[config.mk]
export PLATFORM = sky130hd
export DESIGN_NAME = tds_ctl
export DESIGN_NICKNAME = d
export VERILOG_FILES = /design/src/sv/tds_pkg.sv /design/src/sv/tds_ctl.sv
export SDC_FILE = /design/constraint.sdc
export NUM_CORES = 1
export LEC_CHECK = 0
export BUFFER_PORTS_ARGS = -buffer_cell sky130_fd_sc_hd__buf_2
export CELL_PAD_IN_SITES_DETAIL_PLACEMENT = 1
export CELL_PAD_IN_SITES_GLOBAL_PLACEMENT = 1
export CORE_MARGIN = 2
export CORE_UTILIZATION = 40
export CTS_CLUSTER_SIZE = 24
export DETAILED_ROUTE_END_ITERATION = 8
export GPL_TIMING_DRIVEN = 0
export PLACE_DENSITY = 0.83
export SLEW_MARGIN = 10
export SYNTH_ARGS = -nofsm -noshare
export SYNTH_HDL_FRONTEND = slang
export SYNTH_SLANG_ARGS = --single-unit
[constraint.sdc]
create_clock -name clk_i -period 2.67 [get_ports clk_i]
set_input_delay 0.267 -clock clk_i [delete_from_list [all_inputs] [get_ports clk_i]]
set_output_delay 0.267 -clock clk_i [all_outputs]
set_load 0.03 [all_outputs]
[src/sv/tds_pkg.sv]
`default_nettype none
package tds_pkg;

  localparam int MAX_ROWS  = 64;
  localparam int FRAC_BITS = 16;
  localparam int DATA_W    = 32;
  localparam int ROW_W     = (MAX_ROWS > 1) ? $clog2(MAX_ROWS) : 1;
  localparam int CNT_W     = $clog2(MAX_ROWS + 1);
  localparam int DIV_W     = DATA_W + FRAC_BITS;
  localparam int DCNT_W    = $clog2(DIV_W);
  localparam int IDX_OUT_W = 6;
  localparam int STAT_W    = 2;

  typedef enum logic [STAT_W-1:0] {
    ST_OK,
    ST_ZERO_PIVOT,
    ST_SATURATED,
    ST_TOO_MANY_ROWS
  } status_e;

  typedef enum logic [3:0] {
    OP_NONE,
    OP_LOAD,
    OP_MUL_P,
    OP_MUL_Q,
    OP_MUL_X,
    OP_DEN,
    OP_NUM,
    OP_DIV_LD_P,
    OP_DIV_LD_Q,
    OP_DIV_STEP,
    OP_END_P,
    OP_END_Q,
    OP_RD,
    OP_X_INIT,
    OP_X_UPD
  } dp_op_e;

  typedef struct packed {
    dp_op_e           op;
    logic             first;
    logic [ROW_W-1:0] addr;
  } dp_cmd_t;

  typedef struct packed {
    logic den_zero;
    logic clip;
  } dp_sts_t;

endpackage
`default_nettype wire

[src/sv/tds_ctl.sv]
`default_nettype none
module tds_ctl (
  input  wire                                 clk_i,
  input  wire                                 rst_ni,
  input  wire                                 row_valid_i,
  input  wire                                 row_last_i,
  output logic                                row_ready_o,
  input  wire tds_pkg::dp_sts_t               sts_i,
  output tds_pkg::dp_cmd_t                    cmd_o,
  output logic                                out_valid_o,
  input  wire                                 out_ready_i,
  output logic [tds_pkg::IDX_OUT_W-1:0]       out_row_o,
  output logic                                out_last_o,
  output logic [tds_pkg::STAT_W-1:0]          out_status_o
);

  localparam int RW = tds_pkg::ROW_W;
  localparam int CW = tds_pkg::CNT_W;
  localparam int DC = tds_pkg::DCNT_W;
  localparam logic [CW-1:0] FULL = CW'(tds_pkg::MAX_ROWS);
  localparam logic [DC-1:0] DLAST = DC'(tds_pkg::DIV_W - 1);

  typedef enum logic [4:0] {
    S_IDLE, S_MUL_P, S_DEN, S_MUL_Q, S_NUM,
    S_DIVP_LD, S_DIVP_RUN, S_DIVP_END,
    S_DIVQ_LD, S_DIVQ_RUN, S_DIVQ_END, S_FWD_DONE,
    S_BS_RD0, S_BS_INIT, S_BS_RD, S_BS_MUL, S_BS_UPD, S_BS_DONE,
    S_EM_RD, S_EM_OUT
  } state_e;

  state_e              state_q;
  logic [CW-1:0]       cnt_q;
  logic [RW-1:0]       idx_q;
  logic [DC-1:0]       dcnt_q;
  logic                last_q;
  tds_pkg::status_e    err_q;
  logic                first;

  assign first = cnt_q == '0;

  // command decode
  always_comb begin
    cmd_o.first = first;
    cmd_o.addr  = (state_q == S_DIVQ_END) ? cnt_q[RW-1:0] : idx_q;
    case (state_q)
      S_IDLE:     cmd_o.op = row_valid_i ? tds_pkg::OP_LOAD : tds_pkg::OP_NONE;
      S_MUL_P:    cmd_o.op = tds_pkg::OP_MUL_P;
      S_DEN:      cmd_o.op = tds_pkg::OP_DEN;
      S_MUL_Q:    cmd_o.op = tds_pkg::OP_MUL_Q;
      S_NUM:      cmd_o.op = tds_pkg::OP_NUM;
      S_DIVP_LD:  cmd_o.op = tds_pkg::OP_DIV_LD_P;
      S_DIVQ_LD:  cmd_o.op = tds_pkg::OP_DIV_LD_Q;
      S_DIVP_RUN, S_DIVQ_RUN: cmd_o.op = tds_pkg::OP_DIV_STEP;
      S_DIVP_END: cmd_o.op = tds_pkg::OP_END_P;
      S_DIVQ_END: cmd_o.op = tds_pkg::OP_END_Q;
      S_BS_RD0, S_BS_RD, S_EM_RD: cmd_o.op = tds_pkg::OP_RD;
      S_BS_INIT:  cmd_o.op = tds_pkg::OP_X_INIT;
      S_BS_MUL:   cmd_o.op = tds_pkg::OP_MUL_X;
      S_BS_UPD:   cmd_o.op = tds_pkg::OP_X_UPD;
      default:    cmd_o.op = tds_pkg::OP_NONE;
    endcase
  end

  assign row_ready_o  = state_q == S_IDLE;
  assign out_valid_o  = state_q == S_EM_OUT;
  assign out_row_o    = tds_pkg::IDX_OUT_W'(idx_q);
  assign out_last_o   = idx_q == '0;
  assign out_status_o = err_q;

  // sequencer
  always_ff @(posedge clk_i or negedge rst_ni) begin
    if (!rst_ni) begin
      state_q <= S_IDLE;
      cnt_q   <= '0;
      idx_q   <= '0;
      dcnt_q  <= '0;
      last_q  <= 1'b0;
      err_q   <= tds_pkg::ST_OK;
    end else begin
      case (state_q)
        S_IDLE: begin
          if (row_valid_i) begin
            last_q <= row_last_i;
            if (cnt_q == FULL) begin
              // drop the row; a final row still solves what is stored
              if (err_q == tds_pkg::ST_OK) err_q <= tds_pkg::ST_TOO_MANY_ROWS;
              idx_q <= RW'(cnt_q - 1'b1);
              if (row_last_i) state_q <= S_BS_RD0;
            end else begin
              state_q <= first ? S_DEN : S_MUL_P;
            end
          end
        end
        S_MUL_P: state_q <= S_DEN;
        S_DEN:   state_q <= first ? S_NUM : S_MUL_Q;
        S_MUL_Q: state_q <= S_NUM;
        S_NUM:   state_q <= S_DIVP_LD;
        S_DIVP_LD: begin
          dcnt_q  <= DLAST;
          state_q <= S_DIVP_RUN;
        end
        S_DIVP_RUN: begin
          dcnt_q <= dcnt_q - 1'b1;
          if (dcnt_q == '0) state_q <= S_DIVP_END;
        end
        S_DIVP_END: state_q <= S_DIVQ_LD;
        S_DIVQ_LD: begin
          dcnt_q  <= DLAST;
          state_q <= S_DIVQ_RUN;
        end
        S_DIVQ_RUN: begin
          dcnt_q <= dcnt_q - 1'b1;
          if (dcnt_q == '0) state_q <= S_DIVQ_END;
        end
        S_DIVQ_END: state_q <= S_FWD_DONE;
        S_FWD_DONE: begin
          // zero pivot outranks saturation within a row
          if (err_q == tds_pkg::ST_OK) begin
            if (sts_i.den_zero)  err_q <= tds_pkg::ST_ZERO_PIVOT;
            else if (sts_i.clip) err_q <= tds_pkg::ST_SATURATED;
          end
          idx_q   <= cnt_q[RW-1:0];
          cnt_q   <= cnt_q + 1'b1;
          state_q <= last_q ? S_BS_RD0 : S_IDLE;
        end
        S_BS_RD0: state_q <= S_BS_INIT;
        S_BS_INIT: begin
          if (idx_q == '0) begin
            state_q <= S_BS_DONE;
          end else begin
            idx_q   <= idx_q - 1'b1;
            state_q <= S_BS_RD;
          end
        end
        S_BS_RD:  state_q <= S_BS_MUL;
        S_BS_MUL: state_q <= S_BS_UPD;
        S_BS_UPD: begin
          if (idx_q == '0) begin
            state_q <= S_BS_DONE;
          end else begin
            idx_q   <= idx_q - 1'b1;
            state_q <= S_BS_RD;
          end
        end
        S_BS_DONE: begin
          if (err_q == tds_pkg::ST_OK && sts_i.clip) err_q <= tds_pkg::ST_SATURATED;
          idx_q   <= RW'(cnt_q - 1'b1);
          state_q <= S_EM_RD;
        end
        S_EM_RD: state_q <= S_EM_OUT;
        S_EM_OUT: begin
          if (out_ready_i) begin
            if (idx_q == '0) begin
              cnt_q   <= '0;
              err_q   <= tds_pkg::ST_OK;
              state_q <= S_IDLE;
            end else begin
              idx_q   <= idx_q - 1'b1;
              state_q <= S_EM_RD;
            end
          end
        end
        default: state_q <= S_IDLE;
      endcase
    end
  end

endmodule
`default_nettype wire

==> results.cfg <==
[outcome]
status = finished, violations left
failed_checks = negative hold slack

[drt]
dr.first_iter.drc_count = 274
dr.pass1.iters = 5
vias = 2707
wl_um = 8300
viasPerCell = 6.32
wl_per_cell_um = 19.4
drc = 0
detail-route-antenna-nets = 0

[worst_setup_path]
path_cells = or3b_1 -> buf_6 -> or3_4 -> nand2_4 -> nor2_1 -> a21oi_2 -> ha_4 -> nand3_2 -> or3_1 -> o221ai_1 -> a211oi_1
crit_type = flip-flop to flip-flop
cp_slowest_stage_delay_ns = 0.42
rr_worst_depth = 11
path_buf_inv = 1
cp_max_fo = 9
cp.arrival_ns = 2.81
critical_path.top_delay_family = simple AND/OR/NAND/NOR gates
rr_startpoint = state_q[2]
required_ns = 2.84
critPathSlowestCell = dfrtp_1
critPathLaunch = state_q[2]
end_kind = flip-flop
worst_setup_path_start_kind = flip-flop
path_depth = 11

[timing]
hold_viol_final = 12
fin_skew_ns = 0.00545
finalCriticalPeriod_ns = 2.64
whs_ns = -0.00745
report.final.setup_viol = 0
fmax_ghz = 0.379
relSlewSlack_pct = 50.7
drv_slew = 0
tightest_slew_ns = 0.736
fin_tns_setup_ns = 0
rsz0062_at_grt = yes
final.period_utilization_pct = 98.8

[clock_tree]
insertion_delay_ns = 0.29
cts-htree-levels = 1
cts_tree = done
numClockSinks = 27
clk_pin_slew_worst_paths_ns = 0.11
clk_path_buf_depth = 2
clock-root-buffer = clkbuf_8
cts_made_buffers = 3

[global_route]
grt_pass1_vias = 2670
grt_overflow = 0
track_usage_pct = 24.2
grt_pass1_wl_um = 13700
grt_max_degree = 28
grt_antenna_before_repair = 0

[finish]
layout_common_cells = 31 x o21ai_0, 30 x nand2_1, 30 x buf_2
utilization_pct = 48.5
final_common_cell = o21ai_0
fill_cells = 754
drive_above_1_share_pct = 23.2
finalNetCount = 366
syn_to_final_growth_pct = 16.1
n_antenna_cell = 0

[floorplanning]
die_area_um2 = 6910
std_cell_rows = 28
initial_utilization_pct = 41.8
ios = 29
die_w_um = 83.1
fp.coreArea_um2 = 5990
die_h_um = 83.1

[synthesis]
synth_cell_type_count = 74
syn_avg_cell_area_um2 = 7.95
yosys_register_bits = 27
async_reset_ff_share_pct = 100
synth_fp_nets = 327
mappedNetlistArea_um2 = 2500
synth-edff-count = 0
ys.warnings.count = 0
seq_area_frac_synth_pct = 27.0
synth_cells = 315
synth-main-ff-cell = dfrtp_1

[place]
gp_congestion = 0.900
dp_hpwl_um = 5980
numPortBuffers = 28

[pwr]
powerDensity_nw_per_um2 = 1210
finalPower_w = 0.00352
power.leakage_nw = 1.20
ir_drop_mv = 0.459

[job]
max_cap_violations = 0

[hold_path]
min_path_type = input port to asynchronous set/reset pin
synthesized netlist by cell type, types with 4 or more instances:
cell      instances  area (um^2)
a211oi_1          4         30.0
a21oi_1          16         80.1
a31oi_1           7         43.8
clkbuf_1         13         48.8
dfrtp_1          27          676
ha_1              5         62.6
inv_1            19         71.3
nand2_1          31          116
nand2b_1          6         37.5
nand3_1          12         60.1
nand4_1           5         31.3
nor2_1           16         60.1
nor2b_1           6         37.5
nor3_1           12         60.1
o211ai_1          8         60.1
o21ai_0          32          160
or3_1             8         50.1
flip-flops by register name, summed over array words and instances, names as in the netlist:
register / cells
out_row_o: 6
state_q: 5
out_status_o: 2
cnt_q: 7
dcnt_q: 6
last_q: 1
through the flow:
stage / hold slack, ns / instance area, um^2 / cells / setup slack (ns)
after detailed placement: 0.353 / 2740 / 418 / -0.233
after global routing: 0.0431 / 2910 / 428 / -0.121
after global placement: 0.334 / 2740 / 418 / -0.137
after floorplan: -0.0286 / 2500 / 315 / 0.132
after CTS: 0.0305 / 2860 / 427 / 0.00505
final: -0.00745 / 2910 / 428 / 0.0307
report_power, final:
part / leakage [nW] / internal, W / switching, W
registers: 0.292 / 0.000577 / 0.000187
clock network: 0.0255 / 0.000106 / 0.000154
logic: 0.878 / 0.000895 / 0.00160
total: 1.20 / 0.00158 / 0.00194
path summary, 6_finish.rpt:
check	to	slack [ns]
max in group asynchronous	state_q[3]	2.20
setup reg to reg	out_row_o[4]	0.03
setup / recovery	out_row_o[4]	0.03
min in group clk_i	last_q	0.24
hold reg to reg	dcnt_q[5]	0.50
hold / removal	out_row_o[1]	-0.007
area by class of cell:
type	instances	area (um^2)	area share [%]
timing repair buffer	34	185	6.37
multi-input combinational	247	1710	58.9
clock buffer	3	41.3	1.42
tap	75	93.8	3.23
clock inverter	1	5.00	0.172
sequential	27	678	23.3
buffer	22	120	4.13
inverter	19	71.3	2.45
cell families after synthesis:
kind of cell | synth area share [%]
AND/OR/NAND/NOR | 30.0
AO/OA/AOI/OAI | 29.8
buffers and inverters | 7.20
flip-flops | 27.0
multiplexers | 2.75
adder cells (fa/ha/maj) | 2.50
XOR/XNOR | 0.700
repair_timing:
item	in CTS	in global routing
resized for setup	12	12
pin swaps	1	2
setup endpoints to repair	7	17
buffers inserted	5	1
cloned	0	0
hold buffers	0	0
routing by layer:
layer | share of wire, % | vias up | track usage (%)
met3 | 3.9 | 7 | 1.89
li1 | - | 1266 | -
met1 | 48 | 1346 | 34.2
met2 | 47 | 88 | 39.7
met4 | 1.1 | 0 | 6.56
met5 | 0 | - | 0
Power figures use the tool's default switching activity.
